--- config.mk ---
export PLATFORM = sky130hd
export DESIGN_NAME = hit_bitmap_event_decoder_flat
export DESIGN_NICKNAME = d
export VERILOG_FILES = /design/src/hw/rtl/hbed_pkg.sv /design/src/hw/rtl/hbed_in_if.sv /design/src/hw/rtl/hbed_out_if.sv /design/src/hw/rtl/hit_bitmap_event_decoder.sv /design/src/hw/rtl/hbed_front.sv /design/src/hw/rtl/hbed_queue.sv /design/src/hw/rtl/hbed_back.sv /design/src/flat_wrapper.sv
export VERILOG_INCLUDE_DIRS = /design/src /design/src/hw/rtl
export SDC_FILE = /design/constraint.sdc
export NUM_CORES = 1
export LEC_CHECK = 0
export BUFFER_PORTS_ARGS = -buffer_cell sky130_fd_sc_hd__buf_4
export CAP_MARGIN = 20
export CORE_AREA = 3 3 261 289
export DETAILED_ROUTE_END_ITERATION = 7
export DIE_AREA = 0 0 264 292
export PLACE_DENSITY = 0.51
export SLEW_MARGIN = 20
export SYNTH_ARGS = -nofsm -noshare
export SYNTH_HDL_FRONTEND = slang
export SYNTH_SLANG_ARGS = --single-unit
--- constraint.sdc ---
create_clock -name clk -period 5.9 [get_ports clk]
set_clock_uncertainty 0.05 [all_clocks]
set_input_delay 0.885 -clock clk [delete_from_list [all_inputs] [get_ports clk]]
set_output_delay 0.885 -clock clk [all_outputs]
set_load 0.02 [all_outputs]
--- src/hw/rtl/hit_bitmap_event_decoder_defines.svh ---
// ---------------------------------------------------------------------------
// Hit bitmap event decoder: assertion macros
// Shared concurrent assertion macros; they compile away under synthesis.
// ---------------------------------------------------------------------------
`ifndef HIT_BITMAP_EVENT_DECODER_DEFINES_SVH
`define HIT_BITMAP_EVENT_DECODER_DEFINES_SVH

`ifndef SYNTHESIS
// Same-cycle implication, sampled on clk, off while rst_n is low
`define HBED_ASSERT_IMPL(label, ante, cons) \
  label: assert property (@(posedge clk) disable iff (!rst_n) (ante) |-> (cons)) \
    else $error("hit bitmap event decoder: assertion failed");
// Next-cycle implication, sampled on clk, off while rst_n is low
`define HBED_ASSERT_NEXT(label, ante, cons) \
  label: assert property (@(posedge clk) disable iff (!rst_n) (ante) |=> (cons)) \
    else $error("hit bitmap event decoder: assertion failed");
`else
`define HBED_ASSERT_IMPL(label, ante, cons)
`define HBED_ASSERT_NEXT(label, ante, cons)
`endif

`endif

--- src/hw/rtl/hbed_pkg.sv ---
// ---------------------------------------------------------------------------
// Hit bitmap event decoder: package
// Widths, codes, command format and helpers shared by the decoder modules.
// ---------------------------------------------------------------------------
package hbed_pkg;

  // Field widths
  localparam int WORD_W  = 32;
  localparam int EVENT_W = 15;
  localparam int CHIP_W  = 7;
  localparam int UNIT_W  = 8;
  localparam int CHAN_W  = 5;
  localparam int TIME_W  = 16;
  localparam int COUNT_W = 16;

  // Number of live channels; bitmap bits at or above it are ignored
  localparam int CHANNELS = 32;
  localparam logic [WORD_W-1:0] CHAN_MASK =
    (CHANNELS >= WORD_W) ? {WORD_W{1'b1}} : WORD_W'((64'd1 << CHANNELS) - 64'd1);

  // Command queue between front and back
  localparam int Q_DEPTH = 4;
  localparam int Q_PTR_W = $clog2(Q_DEPTH);
  localparam int Q_CNT_W = $clog2(Q_DEPTH + 1);

  localparam logic [COUNT_W-1:0] COUNT_MAX = {COUNT_W{1'b1}};

  // Word position within an event
  typedef enum logic [1:0] {
    PH_HEADER,
    PH_HEAD1,
    PH_BITMAP,
    PH_AFTER
  } phase_t;

  // Result kind
  typedef enum logic {
    KIND_HIT   = 1'b0,
    KIND_CLOSE = 1'b1
  } kind_t;

  // One unit of work for the back end: an event close or a bitmap with hits
  typedef struct packed {
    kind_t               kind;
    logic [EVENT_W-1:0]  evt_num;
    logic                rf_state;
    logic [CHIP_W-1:0]   chip_id;
    logic [UNIT_W-1:0]   unit_id;
    logic [TIME_W-1:0]   hit_time;
    logic                backward;
    logic [WORD_W-1:0]   mask;      // set bit = hit, indexed by channel
  } hbed_cmd_t;

  // Queue status seen by both ends
  typedef struct packed {
    logic full;
    logic empty;
  } q_stat_t;

  // Channel emitted at scan slot j: groups 24..31, 16..23, 8..15, 0..7
  function automatic logic [CHAN_W-1:0] chan_of(input logic [CHAN_W-1:0] slot);
    return {~slot[CHAN_W-1:3], slot[2:0]};
  endfunction

  // Reorder a channel mask into scan order (pure wiring)
  function automatic logic [WORD_W-1:0] scan_order(input logic [WORD_W-1:0] m);
    logic [WORD_W-1:0] r;
    logic [CHAN_W-1:0] slot;
    r = '0;
    for (int j = 0; j < WORD_W; j++) begin
      slot = CHAN_W'(j);
      r[j] = m[chan_of(slot)];
    end
    return r;
  endfunction

endpackage

--- src/hw/rtl/hbed_in_if.sv ---
// ---------------------------------------------------------------------------
// Hit bitmap event decoder: input channel
// Valid/ready channel carrying one readout stream word per beat.
// ---------------------------------------------------------------------------
interface hbed_in_if;
  logic                        valid;
  logic                        ready;
  logic [hbed_pkg::WORD_W-1:0] stream_word;

  modport source (output valid, output stream_word, input ready);
  modport sink   (input valid, input stream_word, output ready);
endinterface

--- src/hw/rtl/hbed_out_if.sv ---
// ---------------------------------------------------------------------------
// Hit bitmap event decoder: result channel
// Valid/ready channel carrying one hit or event-close result per beat.
// ---------------------------------------------------------------------------
interface hbed_out_if;
  logic                         valid;
  logic                         ready;
  logic                         kind;
  logic [hbed_pkg::EVENT_W-1:0] evt_num;
  logic                         rf_state;
  logic [hbed_pkg::CHIP_W-1:0]  chip_id;
  logic [hbed_pkg::UNIT_W-1:0]  unit_id;
  logic [hbed_pkg::CHAN_W-1:0]  channel;
  logic [hbed_pkg::TIME_W-1:0]  hit_time;
  logic [hbed_pkg::COUNT_W-1:0] hit_count;
  logic                         backward;
  logic                         last;

  modport source (output valid, output kind, output evt_num, output rf_state,
                  output chip_id, output unit_id, output channel, output hit_time,
                  output hit_count, output backward, output last, input ready);
  modport sink   (input valid, input kind, input evt_num, input rf_state,
                  input chip_id, input unit_id, input channel, input hit_time,
                  input hit_count, input backward, input last, output ready);
endinterface

--- src/hw/rtl/hit_bitmap_event_decoder.sv ---
// The decoder takes one readout word per beat and can take a word in every
// cycle while its four-entry command queue has room. Headers and head words
// produce no work beyond the front end; a header that changes the event number
// queues one close result, and a bitmap with k hits queues one command that
// the back end expands into k results at one result per cycle while the
// result side is ready. Sustained throughput is therefore set by the back
// end's single result per cycle; the queue absorbs short bursts so the input
// and result sides stall independently.
// ---------------------------------------------------------------------------
// Hit bitmap event decoder: top level
// Front end, command queue and back end of the readout word decoder.
// ---------------------------------------------------------------------------
`include "hit_bitmap_event_decoder_defines.svh"

module hit_bitmap_event_decoder (
  input  logic       clk,
  input  logic       rst_n,
  hbed_in_if.sink    in_ch,
  hbed_out_if.source out_ch
);
  import hbed_pkg::*;

  logic      q_push;
  logic      q_pop;
  hbed_cmd_t q_push_cmd;
  hbed_cmd_t q_head_cmd;
  q_stat_t   q_stat;

  // Word classification and event context
  hbed_front u_front (
    .clk    (clk),
    .rst_n  (rst_n),
    .in_ch  (in_ch),
    .q_stat (q_stat),
    .q_push (q_push),
    .q_cmd  (q_push_cmd)
  );

  // Decoupling queue
  hbed_queue u_queue (
    .clk      (clk),
    .rst_n    (rst_n),
    .push     (q_push),
    .push_cmd (q_push_cmd),
    .pop      (q_pop),
    .head_cmd (q_head_cmd),
    .stat     (q_stat)
  );

  // Result expansion and output register
  hbed_back u_back (
    .clk    (clk),
    .rst_n  (rst_n),
    .q_head (q_head_cmd),
    .q_stat (q_stat),
    .q_pop  (q_pop),
    .out_ch (out_ch)
  );

  // Checks
  `HBED_ASSERT_IMPL(a_no_push_when_full, q_push, !q_stat.full)
  `HBED_ASSERT_IMPL(a_no_pop_when_empty, q_pop, !q_stat.empty)
  `HBED_ASSERT_IMPL(a_close_is_last, out_ch.valid && out_ch.kind == KIND_CLOSE, out_ch.last && out_ch.channel == '0 && out_ch.hit_time == '0)
  `HBED_ASSERT_IMPL(a_hit_has_no_count, out_ch.valid && out_ch.kind == KIND_HIT, out_ch.hit_count == '0 && !out_ch.backward)
  `HBED_ASSERT_NEXT(a_push_lands, q_push && q_stat.empty && !q_pop, !q_stat.empty)

endmodule

--- src/hw/rtl/hbed_front.sv ---
// ---------------------------------------------------------------------------
// Hit bitmap event decoder: front end
// Tracks the word phase and event context, classifies each stream word and
// queues close and bitmap commands for the back end.
// ---------------------------------------------------------------------------
module hbed_front (
  input  logic                clk,
  input  logic                rst_n,
  hbed_in_if.sink             in_ch,
  input  hbed_pkg::q_stat_t   q_stat,
  output logic                q_push,
  output hbed_pkg::hbed_cmd_t q_cmd
);
  import hbed_pkg::*;

  phase_t              phase_r,       phase_nxt;
  logic [EVENT_W-1:0]  open_event_r,  open_event_nxt;
  logic                event_valid_r, event_valid_nxt;
  logic                event_rf_r,    event_rf_nxt;
  logic [CHIP_W-1:0]   chip_r,        chip_nxt;
  logic [UNIT_W-1:0]   unit_r,        unit_nxt;
  logic [TIME_W-1:0]   time_r,        time_nxt;

  logic                accept;
  logic                is_header;
  logic                is_head;
  logic                is_bitmap;
  logic [WORD_W-1:0]   word;
  logic [EVENT_W-1:0]  hdr_event;
  logic                hdr_close;
  logic [WORD_W-1:0]   hit_mask;

  // Take a beat whenever the queue has room
  assign in_ch.ready = !q_stat.full;
  assign accept      = in_ch.valid && in_ch.ready;
  assign word        = in_ch.stream_word;
  assign hdr_event   = word[EVENT_W-1:0];
  assign hdr_close   = event_valid_r && (hdr_event != open_event_r);
  assign hit_mask    = ~word & CHAN_MASK;

  // Classify the word and compute the next context
  always_comb begin
    is_header = 1'b0;
    is_head   = 1'b0;
    is_bitmap = 1'b0;
    case (phase_r)
      PH_HEADER: is_header = 1'b1;
      PH_HEAD1:  is_head   = 1'b1;
      PH_BITMAP: is_bitmap = 1'b1;
      PH_AFTER: begin
        is_head   = word[WORD_W-1];
        is_header = !word[WORD_W-1];
      end
      default:   is_header = 1'b1;
    endcase

    phase_nxt       = phase_r;
    open_event_nxt  = open_event_r;
    event_valid_nxt = event_valid_r;
    event_rf_nxt    = event_rf_r;
    chip_nxt        = chip_r;
    unit_nxt        = unit_r;
    time_nxt        = time_r;

    if (accept) begin
      if (is_header) begin
        open_event_nxt  = hdr_event;
        event_valid_nxt = 1'b1;
        event_rf_nxt    = word[EVENT_W];
        phase_nxt       = PH_HEAD1;
      end
      if (is_head) begin
        chip_nxt  = word[30:24];
        unit_nxt  = word[23:16];
        time_nxt  = word[TIME_W-1:0];
        phase_nxt = PH_BITMAP;
      end
      if (is_bitmap) begin
        phase_nxt = PH_AFTER;
      end
    end
  end

  // Command for the back end
  always_comb begin
    q_cmd          = '0;
    q_cmd.evt_num  = open_event_r;
    q_cmd.rf_state = event_rf_r;
    if (is_header) begin
      q_cmd.kind     = KIND_CLOSE;
      q_cmd.backward = open_event_r > hdr_event;
    end else begin
      q_cmd.kind    = KIND_HIT;
      q_cmd.chip_id = chip_r;
      q_cmd.unit_id = unit_r;
      q_cmd.hit_time = time_r;
      q_cmd.mask    = hit_mask;
    end
    q_push = accept && ((is_header && hdr_close) || (is_bitmap && (hit_mask != '0)));
  end

  // Context registers
  always_ff @(posedge clk) begin
    if (!rst_n) begin
      phase_r       <= PH_HEADER;
      open_event_r  <= '0;
      event_valid_r <= 1'b0;
      event_rf_r    <= 1'b0;
      chip_r        <= '0;
      unit_r        <= '0;
      time_r        <= '0;
    end else begin
      phase_r       <= phase_nxt;
      open_event_r  <= open_event_nxt;
      event_valid_r <= event_valid_nxt;
      event_rf_r    <= event_rf_nxt;
      chip_r        <= chip_nxt;
      unit_r        <= unit_nxt;
      time_r        <= time_nxt;
    end
  end

endmodule

--- src/hw/rtl/hbed_queue.sv ---
// ---------------------------------------------------------------------------
// Hit bitmap event decoder: command queue
// Small register FIFO that decouples the front end from the back end.
// ---------------------------------------------------------------------------
module hbed_queue (
  input  logic                clk,
  input  logic                rst_n,
  input  logic                push,
  input  hbed_pkg::hbed_cmd_t push_cmd,
  input  logic                pop,
  output hbed_pkg::hbed_cmd_t head_cmd,
  output hbed_pkg::q_stat_t   stat
);
  import hbed_pkg::*;

  hbed_cmd_t            entry_r [Q_DEPTH];
  logic [Q_PTR_W-1:0]   wr_ptr_r, wr_ptr_nxt;
  logic [Q_PTR_W-1:0]   rd_ptr_r, rd_ptr_nxt;
  logic [Q_CNT_W-1:0]   count_r,  count_nxt;

  assign stat.full  = (count_r == Q_CNT_W'(Q_DEPTH));
  assign stat.empty = (count_r == '0);
  assign head_cmd   = entry_r[rd_ptr_r];

  // Pointer and fill bookkeeping
  always_comb begin
    wr_ptr_nxt = wr_ptr_r;
    rd_ptr_nxt = rd_ptr_r;
    count_nxt  = count_r;
    if (push) begin
      wr_ptr_nxt = (wr_ptr_r == Q_PTR_W'(Q_DEPTH - 1)) ? '0 : wr_ptr_r + 1'b1;
    end
    if (pop) begin
      rd_ptr_nxt = (rd_ptr_r == Q_PTR_W'(Q_DEPTH - 1)) ? '0 : rd_ptr_r + 1'b1;
    end
    case ({push, pop})
      2'b10:   count_nxt = count_r + 1'b1;
      2'b01:   count_nxt = count_r - 1'b1;
      default: count_nxt = count_r;
    endcase
  end

  always_ff @(posedge clk) begin
    if (!rst_n) begin
      wr_ptr_r <= '0;
      rd_ptr_r <= '0;
      count_r  <= '0;
    end else begin
      wr_ptr_r <= wr_ptr_nxt;
      rd_ptr_r <= rd_ptr_nxt;
      count_r  <= count_nxt;
    end
  end

  // Entry storage
  always_ff @(posedge clk) begin
    if (push) begin
      entry_r[wr_ptr_r] <= push_cmd;
    end
  end

endmodule

--- src/hw/rtl/hbed_back.sv ---
// ---------------------------------------------------------------------------
// Hit bitmap event decoder: back end
// Expands queued commands into results, one per cycle while out_ch is ready,
// keeps the event hit count and holds the result in an output register.
// ---------------------------------------------------------------------------
module hbed_back (
  input  logic                clk,
  input  logic                rst_n,
  input  hbed_pkg::hbed_cmd_t q_head,
  input  hbed_pkg::q_stat_t   q_stat,
  output logic                q_pop,
  hbed_out_if.source          out_ch
);
  import hbed_pkg::*;

  // Command in progress
  logic               cur_valid_r, cur_valid_nxt;
  hbed_cmd_t          cur_r;
  logic [WORD_W-1:0]  cur_mask_r;    // remaining hits, scan order
  logic [COUNT_W-1:0] hits_r, hits_nxt;

  // Output register
  logic               out_valid_r, out_valid_nxt;
  kind_t              out_kind_r;
  logic [EVENT_W-1:0] out_event_r;
  logic               out_rf_r;
  logic [CHIP_W-1:0]  out_chip_r;
  logic [UNIT_W-1:0]  out_unit_r;
  logic [CHAN_W-1:0]  out_chan_r;
  logic [TIME_W-1:0]  out_time_r;
  logic [COUNT_W-1:0] out_count_r;
  logic               out_back_r;
  logic               out_last_r;

  logic               is_close;
  logic               load;
  logic               done;
  logic [CHAN_W-1:0]  slot;
  logic [WORD_W-1:0]  mask_rem;

  // First remaining hit in scan order
  always_comb begin
    slot = '0;
    for (int j = WORD_W - 1; j >= 0; j--) begin
      if (cur_mask_r[j]) begin
        slot = CHAN_W'(j);
      end
    end
  end

  assign mask_rem = cur_mask_r & (cur_mask_r - 1'b1);
  assign is_close = (cur_r.kind == KIND_CLOSE);
  assign load     = cur_valid_r && (!out_valid_r || out_ch.ready);
  assign done     = is_close || (mask_rem == '0);
  assign q_pop    = !q_stat.empty && (!cur_valid_r || (load && done));

  // Control next state
  always_comb begin
    out_valid_nxt = out_valid_r;
    if (load) begin
      out_valid_nxt = 1'b1;
    end else if (out_ch.ready) begin
      out_valid_nxt = 1'b0;
    end

    cur_valid_nxt = cur_valid_r;
    if (q_pop) begin
      cur_valid_nxt = 1'b1;
    end else if (load && done) begin
      cur_valid_nxt = 1'b0;
    end

    // Saturating hit count, cleared when the event closes
    hits_nxt = hits_r;
    if (load) begin
      if (is_close) begin
        hits_nxt = '0;
      end else if (hits_r != COUNT_MAX) begin
        hits_nxt = hits_r + 1'b1;
      end
    end
  end

  always_ff @(posedge clk) begin
    if (!rst_n) begin
      out_valid_r <= 1'b0;
      cur_valid_r <= 1'b0;
      hits_r      <= '0;
    end else begin
      out_valid_r <= out_valid_nxt;
      cur_valid_r <= cur_valid_nxt;
      hits_r      <= hits_nxt;
    end
  end

  // Command payload
  always_ff @(posedge clk) begin
    if (q_pop) begin
      cur_r      <= q_head;
      cur_mask_r <= scan_order(q_head.mask);
    end else if (load) begin
      cur_mask_r <= mask_rem;
    end
  end

  // Result payload
  always_ff @(posedge clk) begin
    if (load) begin
      out_kind_r  <= cur_r.kind;
      out_event_r <= cur_r.evt_num;
      out_rf_r    <= cur_r.rf_state;
      if (is_close) begin
        out_chip_r  <= '0;
        out_unit_r  <= '0;
        out_chan_r  <= '0;
        out_time_r  <= '0;
        out_count_r <= hits_r;
        out_back_r  <= cur_r.backward;
        out_last_r  <= 1'b1;
      end else begin
        out_chip_r  <= cur_r.chip_id;
        out_unit_r  <= cur_r.unit_id;
        out_chan_r  <= chan_of(slot);
        out_time_r  <= cur_r.hit_time;
        out_count_r <= '0;
        out_back_r  <= 1'b0;
        out_last_r  <= (mask_rem == '0);
      end
    end
  end

  assign out_ch.valid     = out_valid_r;
  assign out_ch.kind      = out_kind_r;
  assign out_ch.evt_num   = out_event_r;
  assign out_ch.rf_state  = out_rf_r;
  assign out_ch.chip_id   = out_chip_r;
  assign out_ch.unit_id   = out_unit_r;
  assign out_ch.channel   = out_chan_r;
  assign out_ch.hit_time  = out_time_r;
  assign out_ch.hit_count = out_count_r;
  assign out_ch.backward  = out_back_r;
  assign out_ch.last      = out_last_r;

endmodule

--- src/flat_wrapper.sv ---
// flat-port wrapper written by rule: the top's interface ports become plain ports
module hit_bitmap_event_decoder_flat import hbed_pkg::*;
  (clk, rst_n, in_ch_valid, in_ch_stream_word, in_ch_ready, out_ch_valid, out_ch_kind, out_ch_evt_num, out_ch_rf_state, out_ch_chip_id, out_ch_unit_id, out_ch_channel, out_ch_hit_time, out_ch_hit_count, out_ch_backward, out_ch_last, out_ch_ready);
  hbed_in_if in_ch_i ();
  hbed_out_if out_ch_i ();
  input  logic clk;
  input  logic rst_n;
  input wire logic [$bits(in_ch_i.valid)-1:0] in_ch_valid;
  input wire logic [$bits(in_ch_i.stream_word)-1:0] in_ch_stream_word;
  output wire logic [$bits(in_ch_i.ready)-1:0] in_ch_ready;
  output wire logic [$bits(out_ch_i.valid)-1:0] out_ch_valid;
  output wire logic [$bits(out_ch_i.kind)-1:0] out_ch_kind;
  output wire logic [$bits(out_ch_i.evt_num)-1:0] out_ch_evt_num;
  output wire logic [$bits(out_ch_i.rf_state)-1:0] out_ch_rf_state;
  output wire logic [$bits(out_ch_i.chip_id)-1:0] out_ch_chip_id;
  output wire logic [$bits(out_ch_i.unit_id)-1:0] out_ch_unit_id;
  output wire logic [$bits(out_ch_i.channel)-1:0] out_ch_channel;
  output wire logic [$bits(out_ch_i.hit_time)-1:0] out_ch_hit_time;
  output wire logic [$bits(out_ch_i.hit_count)-1:0] out_ch_hit_count;
  output wire logic [$bits(out_ch_i.backward)-1:0] out_ch_backward;
  output wire logic [$bits(out_ch_i.last)-1:0] out_ch_last;
  input wire logic [$bits(out_ch_i.ready)-1:0] out_ch_ready;
  assign in_ch_i.valid = in_ch_valid;
  assign in_ch_i.stream_word = in_ch_stream_word;
  assign in_ch_ready = in_ch_i.ready;
  assign out_ch_valid = out_ch_i.valid;
  assign out_ch_kind = out_ch_i.kind;
  assign out_ch_evt_num = out_ch_i.evt_num;
  assign out_ch_rf_state = out_ch_i.rf_state;
  assign out_ch_chip_id = out_ch_i.chip_id;
  assign out_ch_unit_id = out_ch_i.unit_id;
  assign out_ch_channel = out_ch_i.channel;
  assign out_ch_hit_time = out_ch_i.hit_time;
  assign out_ch_hit_count = out_ch_i.hit_count;
  assign out_ch_backward = out_ch_i.backward;
  assign out_ch_last = out_ch_i.last;
  assign out_ch_i.ready = out_ch_ready;
  hit_bitmap_event_decoder u_core (.clk(clk), .rst_n(rst_n), .in_ch(in_ch_i), .out_ch(out_ch_i));
endmodule
==> out/metrics.cfg, run 1 <==
[clock_network]
htree_levels = 2
clk_path_buf_depth = 3
clock_latency_ns = 0.63
cts_hold_buf = 0
root_buffer = clkbuf_16
post_cts_buffers = 0
cts_tree = yes
path_clk_slew_ns = 0.06
cts_resized = 0
clkSinkCount = 553
cts_buffers = 57

[power_and_ir_drop]
leakage_nw = 8.56
p_per_area_mw_per_mm2 = 475
ir_worst_vdd_mv = 0.223

[setup_path]
rr_worst_depth = 13
cp.buffers_inverters = 1
crit_slowest_cell = nor4_1
cp.depth = 13
critical_path.max_fanout = 16
reg2reg_slack_ns = 1.36
crit_path_start_kind = flop
critical_path_class = flop to flop
crit_path_max_incr_delay_ns = 0.66
worstPathCellList = nor4_1 -> nand4_2 -> a2111oi_0 -> o21ai_0 -> or4b_4 -> o21a_4 -> nor2_4 -> ha_1 -> inv_1 -> fa_1 -> xor2_1 -> or3_1 -> a21oi_1
rr_startpoint = u_core.u_back.cur_mask_r[12]
crit_required_ns = 6.40
setup.worst_path.start = u_core.u_back.cur_mask_r[12]
crit-reg2reg-capture = u_core.u_queue.count_r[2]
setup.worst_path.end = u_core.u_queue.count_r[2]
arrival_ns = 5.04
critPathTopFamily = simple AND/OR/NAND/NOR gates
endpoint_kind = flop

[die]
start_util_pct = 29.8
die_area_mm2 = 0.0771
rows = 104
die_height_um = 292
die_w_um = 264
core_mm2 = 0.0729
io_pins = 109

[grt]
grt_pass1_vias = 12100
overflow = 0
grt_antenna_before_repair = 4
grt_max_degree = 82
grtUsageTotal_pct = 12.7
grt_pass1_wl_mm = 75.1

[synth]
ys_types = 65
seq_area_frac_synth_pct = 72.9
synth_seq_cells = 553
synth_warnings = 0
syn_nets = 1420
syn_avg_cell_area_um2 = 16.0
syn_inst = 1357
synth_ff_type = edfxtp_1
synth_edf_count = 476
ys_async_sr_fraction_pct = 0
syn_area_mm2 = 0.0217

[timing]
period_share_pct = 77.0
slew-limit-headroom_pct = 39.1
hold_violations = 0
setup_viol = 0
fmax_ghz = 0.220
tightest_slew_ns = 0.909
final_max_slew_viol_count = 0
period_needed_ns = 4.54
rsz0062_at_grt = no
timing.hold.ws_ns = 0.329

[final_layout]
final_common_cell = edfxtp_1
drive_gt1_share_pct = 21.9
seqCellArea_mm2 = 0.0158
multiInputGateArea_mm2 = 0.00551
nets = 1543
instances_no_fill = 2484
stdcell_area_mm2 = 0.0259
fillCellCount = 6917
syn_to_final_growth_pct = 19.2
layout_common_cells = edfxtp_1 (476), nand2_1 (122), buf_4 (122)

[hold_path]
hold_class = flop to flop

[run]
maxCapViolCount = 0

[routing]
via_per_inst = 4.75
dr.pass1.iters = 5
antenna_left = 0
routed_wl_mm = 49.5
wl_per_cell_um = 19.9
drc = 0
first_iter_violations = 869
vias = 11800

[placement]
io_buffers = 108
place.gp.congestion = 0.811
placedCellCount = 2373
placed_cell_area_mm2 = 0.0237
dpl.hpwl_mm = 31.1

[status]
status = complete, no violations

-- routing by layer --
layer	part of all wire [%]	global-route usage (%)	vias up
met3	5.4	2.42	80
li1	-	-	5424
met2	47	20.6	319
met1	45	17.5	5979
met4	2.2	3.57	0
met5	0	0	-
-- cell type report --
| cell class | instances | share of cell area [%] |
|---|---|---|
| flip-flops and latches | 553 | 61.2 |
| multi-input cells | 702 | 21.3 |
| clock buffers | 71 | 6.07 |
| well taps | 954 | 4.61 |
| repair buffers | 129 | 4.14 |
| clock inverters | 37 | 2.12 |
| inverters | 37 | 0.541 |
| diodes | 1 | 0.00967 |
-- stage by stage --
stage | worst slack (ns) | power (mW) | util (%) | TNS [ns]
after floorplan | -0.0112 | 7.45 | - | -3.63
after global placement | 1.15 | 8.43 | 32.5 | 0
after detailed placement | 1.15 | 8.48 | 32.5 | 0
after CTS | 1.10 | 12.5 | 35.4 | 0
after global routing | 0.982 | 13.0 | 35.5 | 0
final | 1.36 | 12.3 | 35.5 | 0
-- worst register-to-register path, stage by stage (launching register included) --
cell and delay, ns:
edfxtp_1 0.48, nor4_1 0.66, nand4_2 0.48, a2111oi_0 0.53, o21ai_0 0.24, or4b_4 0.53, o21a_4 0.24, nor2_4 0.09
ha_1 0.19, inv_1 0.06, fa_1 0.37, xor2_1 0.15, or3_1 0.30, a21oi_1 0.13
-- state kept, by name, summed over array words and instances, names as in the netlist, 2 cells and up, named ones only --
signal	flops
u_core.u_queue.count_r	3
u_core.u_queue.wr_ptr_r	2
u_core.u_queue.rd_ptr_r	2
u_core.u_back.cur_r	48
u_core.u_back.cur_mask_r	32
u_core.u_back.out_ch.evt_num	15
u_core.u_back.out_ch.channel	5
u_core.u_front.open_event_r	15
u_core.u_back.out_ch.hit_time	16
u_core.u_front.unit_r	8
u_core.u_front.chip_r	7
u_core.u_queue.entry_r	324
u_core.u_back.hits_r	16
u_core.u_front.phase_r	2
u_core.u_front.time_r	16
u_core.u_back.out_ch.chip_id	7
u_core.u_back.out_ch.hit_count	16
u_core.u_back.out_ch.unit_id	8
-- logic make-up (layout without fill, tap and decap cells) --
group / after synthesis / after routing / synth area share [%]
AO/OA/AOI/OAI: 175 / 175 / 4.98
flip-flops: 553 / 553 / 72.9
multiplexers: 93 / 93 / 9.01
XOR/XNOR: 16 / 16 / 0.645
AND/OR/NAND/NOR: 390 / 390 / 8.90
adder cells (fa/ha/maj): 28 / 28 / 1.64
other: 0 / 1 / 0
buffers and inverters: 102 / 274 / 1.90
-- power by group --
part           switching [mW]  internal [mW]
sequential              0.438           5.23
combinational            1.65           1.03
clock                    1.53           2.42
-- synthesized netlist by cell type, types with 6 or more instances --
cell type | count | area share (%)
inv_1 | 36 | 0.62
nand3_1 | 30 | 0.69
clkbuf_1 | 46 | 0.80
edfxtp_1 | 476 | 66
nand2b_1 | 7 | 0.20
o21ai_0 | 44 | 1.0
and2_1 | 18 | 0.52
nor2_1 | 87 | 1.5
nand4_1 | 15 | 0.43
or4_1 | 6 | 0.21
mux4_2 | 81 | 8.4
nor2b_1 | 65 | 1.9
a31oi_1 | 8 | 0.23
ha_1 | 26 | 1.5
or3_1 | 7 | 0.20
dfxtp_1 | 77 | 7.1
mux2_1 | 8 | 0.41
nor3_1 | 8 | 0.18
a21oi_1 | 68 | 1.6
buf_1 | 11 | 0.19
o31ai_1 | 6 | 0.21
nor4_1 | 8 | 0.23
nand2_1 | 122 | 2.1
xor2_1 | 11 | 0.44
o21a_1 | 9 | 0.31
-- worst min path at each step --
stage / startpoint / depth (start not counted) / end / slack (ns)
global route: u_core.u_back.cur_r[75] / 0 / u_core.u_back.out_ch.evt_num[10] / 0.33
floorplan: u_core.u_back.cur_r[65] / 0 / u_core.u_back.out_ch.evt_num[0] / 0.35
CTS: u_core.u_back.cur_r[75] / 0 / u_core.u_back.out_ch.evt_num[10] / 0.32
finish: u_core.u_back.cur_r[75] / 0 / u_core.u_back.out_ch.evt_num[10] / 0.33
detailed placement: u_core.u_back.cur_r[73] / 0 / u_core.u_back.out_ch.evt_num[8] / 0.36
global placement: u_core.u_back.cur_r[77] / 0 / u_core.u_back.out_ch.evt_num[12] / 0.36
Power figures use the tool's default switching activity.
==> run 2: changes to the inputs <==
==> constraint.sdc (replaced) <==
create_clock -name clk -period 3.7 [get_ports clk]
set_clock_uncertainty 0.05 [all_clocks]
set_input_delay 0.555 -clock clk [delete_from_list [all_inputs] [get_ports clk]]
set_output_delay 0.555 -clock clk [all_outputs]
set_load 0.02 [all_outputs]
==> out/metrics.cfg, run 2 (synthesized netlist as in run 1, its figures left out) <==
[setup_path]
arrival_ns = 4.27  ; -0.77 ns
crit-reg2reg-capture = u_core.u_queue.count_r[2]
reg2reg_slack_ns = -0.08  ; -1.44 ns
endpoint_kind = flop
setup.worst_path.end = u_core.u_queue.count_r[2]
rr_worst_depth = 13  ; unchanged
setup.worst_path.start = u_core.u_back.cur_mask_r[23]
rr_startpoint = u_core.u_back.cur_mask_r[23]
crit_required_ns = 4.19  ; -2.21 ns
critical_path_class = flop to flop
critical_path.max_fanout = 4  ; -12
crit_path_start_kind = flop

[clock_network]
clk_path_buf_depth = 3  ; unchanged
clock_latency_ns = 0.65  ; +0.02 ns
cts_buffers = 57  ; unchanged
path_clk_slew_ns = 0.06  ; about the same
cts_tree = yes
htree_levels = 2  ; unchanged
root_buffer = clkbuf_16
clkSinkCount = 553  ; unchanged

[die]
start_util_pct = 29.8  ; unchanged
die_w_um = 264  ; unchanged
die_height_um = 292  ; unchanged
die_area_mm2 = 0.0771  ; unchanged
core_mm2 = 0.0729  ; unchanged
io_pins = 109  ; unchanged
rows = 104  ; unchanged

[routing]
dr.pass1.iters = 6  ; +1
dr.max_layer_used = met4
wl_per_cell_um = 19.9  ; -0.14%
first_iter_violations = 795  ; -8.5%
drc = 0  ; unchanged
vias = 12300  ; +3.9%
wl_met3_mm = 2.52  ; -5.1%
wl_met2_mm = 24.6  ; +5.1%
antenna_left = 0  ; unchanged
routed_wl_mm = 51.2  ; +3.6%
wl_met1_mm = 22.8  ; +2.5%
via_per_inst = 4.76  ; +0.17%

[power_and_ir_drop]
pwr-share-comb_pct = 25.7  ; +4.0 points
power_mw = 19.6  ; +59%
p_sw_share_pct = 30.4  ; +1.0 points
pwr-share-seq_pct = 45.3  ; -0.8 points
p_per_area_mw_per_mm2 = 735  ; +55%
ir_worst_vdd_mv = 0.400  ; +79%
leakage_nw = 9.01  ; +5.3%
p_sw_mw = 5.97  ; +65%
power.internal_mw = 13.6  ; +57%
clkPwrFrac_pct = 29.0  ; -3.2 points

[timing]
slew-limit-headroom_pct = 26.4  ; -13 points
worst_slack_ns = -0.0834  ; -1.44 ns
timing.hold.ws_ns = 0.163  ; -0.166 ns
rsz0062_at_grt = yes
setup_viol = 7  ; +7
period_needed_ns = 3.78  ; -0.758 ns
tightest_slew_ns = 1.10  ; +0.190 ns
period_share_pct = 102  ; +25 points
fmax_ghz = 0.264  ; +20%
final_max_slew_viol_count = 0  ; unchanged
hold_violations = 0  ; unchanged

[grt]
grtUsageTotal_pct = 13.1  ; +0.41 points
grt_pass1_wl_mm = 77.5  ; +3.2%
grt_pass1_vias = 12600  ; +4.1%
overflow = 0  ; unchanged
grt_antenna_before_repair = 3  ; -1
grt_max_degree = 56  ; -32%

[placement]
io_buffers = 108  ; unchanged
dpl.hpwl_mm = 34.2  ; +10%
place.gp.congestion = 0.827  ; +1.9%
placedCellCount = 2459  ; +3.6%

[final_layout]
layout_common_cells = edfxtp_1 (476), buf_4 (200), nand2_1 (122)
nets = 1636  ; +6.0%
largest_reg_flops = 324  ; unchanged
drive_gt1_share_pct = 27.1  ; +5.2 points
final_common_cell = edfxtp_1
regMostFlops = u_core.u_queue.entry_r
largestRegisters = u_core.u_queue.entry_r x324, u_core.u_back.cur_r x48, u_core.u_back.cur_mask_r x32
n_antenna_cell = 0  ; -1
syn_to_final_growth_pct = 22.8
instances_no_fill = 2576  ; +3.7%

[hold_path]
hold_depth = 3  ; +3
hold_class = input port to flop

[status]
status = finished with violations
violations = negative setup slack

[run]
maxCapViolCount = 0  ; unchanged

## run 2: changes by cell type in the layout (fill, tap and decap cells not counted), moves of 2 or more
cell	change
buf_4	+78
buf_12	+14
bufinv_16	-9
clkinvlp_4	+4
buf_6	+3
nor4_1	-3
o31a_2	-3
o31a_4	+3
buf_16	-2
clkbuf_1	+2
nor4_4	+2
o21ai_0	-2
## run 2: area by class of cell
type,instances,area (um2)
sequential,553,15800
clock buffer,73,1570
tap,954,1190
timing repair buffer,222,1920
clock inverter,35,344
inverter,37,140
multi-input combinational,702,5650
fill,6902,46200
## run 2: worst min-delay path by stage
stage	from	to	slack, ns
3_5_place_dp	u_core.u_back.cur_r[77]	u_core.u_back.out_ch.evt_num[12]	0.35
5_1_grt	in_ch_stream_word[29]	u_core.u_front.chip_r[5]	0.14
6_report	in_ch_stream_word[29]	u_core.u_front.chip_r[5]	0.16
3_3_place_gp	u_core.u_back.cur_r[70]	u_core.u_back.out_ch.evt_num[5]	0.35
4_1_cts	in_ch_stream_word[29]	u_core.u_front.chip_r[5]	0.11
2_1_floorplan	u_core.u_back.cur_r[65]	u_core.u_back.out_ch.evt_num[0]	0.35
## run 2: per-layer routing
metal,track usage (%),up-vias
li1,-,5618
met5,0,-
met3,2.46,72
met2,21.6,271
met1,17.6,6299
met4,3.91,0
## run 2: worst max-delay path: stages, from the launching register on
cell	delay (ns)
edfxtp_1	0.39
or4_4	0.55
or2_4	0.31
o41ai_4	0.34
o21ai_2	0.12
or4b_4	0.50
o21a_4	0.24
nor2_4	0.11
ha_4	0.15
inv_2	0.03
fa_2	0.33
xor2_1	0.15
or3_1	0.32
a21oi_2	0.12
## run 2: power groups by stage
stage | registers, mW | clock network [mW] | logic (mW)
CTS | 8.89 | 5.87 | 5.10
finish | 8.88 | 5.68 | 5.04
global route | 8.99 | 6.12 | 5.55
floorplan | 9.08 | 0 | 2.82
detailed placement | 9.01 | 0 | 5.00
global placement | 8.99 | 0 | 4.92
## run 2: what timing repair did
item,CTS,global route
pin swaps,6,2
gates resized for setup,14,11
hold buffers,0,0
buffers inserted,6,3
setup endpoints to repair,59,59
## run 2: per-stage QoR
step | TNS (ns) | worst slack (ns) | util, % | area (um2)
2_1_floorplan | -188.78 | -0.565 | - | 21700
3_3_place_gp | -3.97 | -0.230 | 33.7 | 24500
3_5_place_dp | -10.41 | -0.315 | 33.7 | 24500
4_1_cts | -0.362 | -0.107 | 36.4 | 26600
5_1_grt | -6.03 | -0.197 | 36.6 | 26700
6_report | -0.154 | -0.0834 | 36.6 | 26700
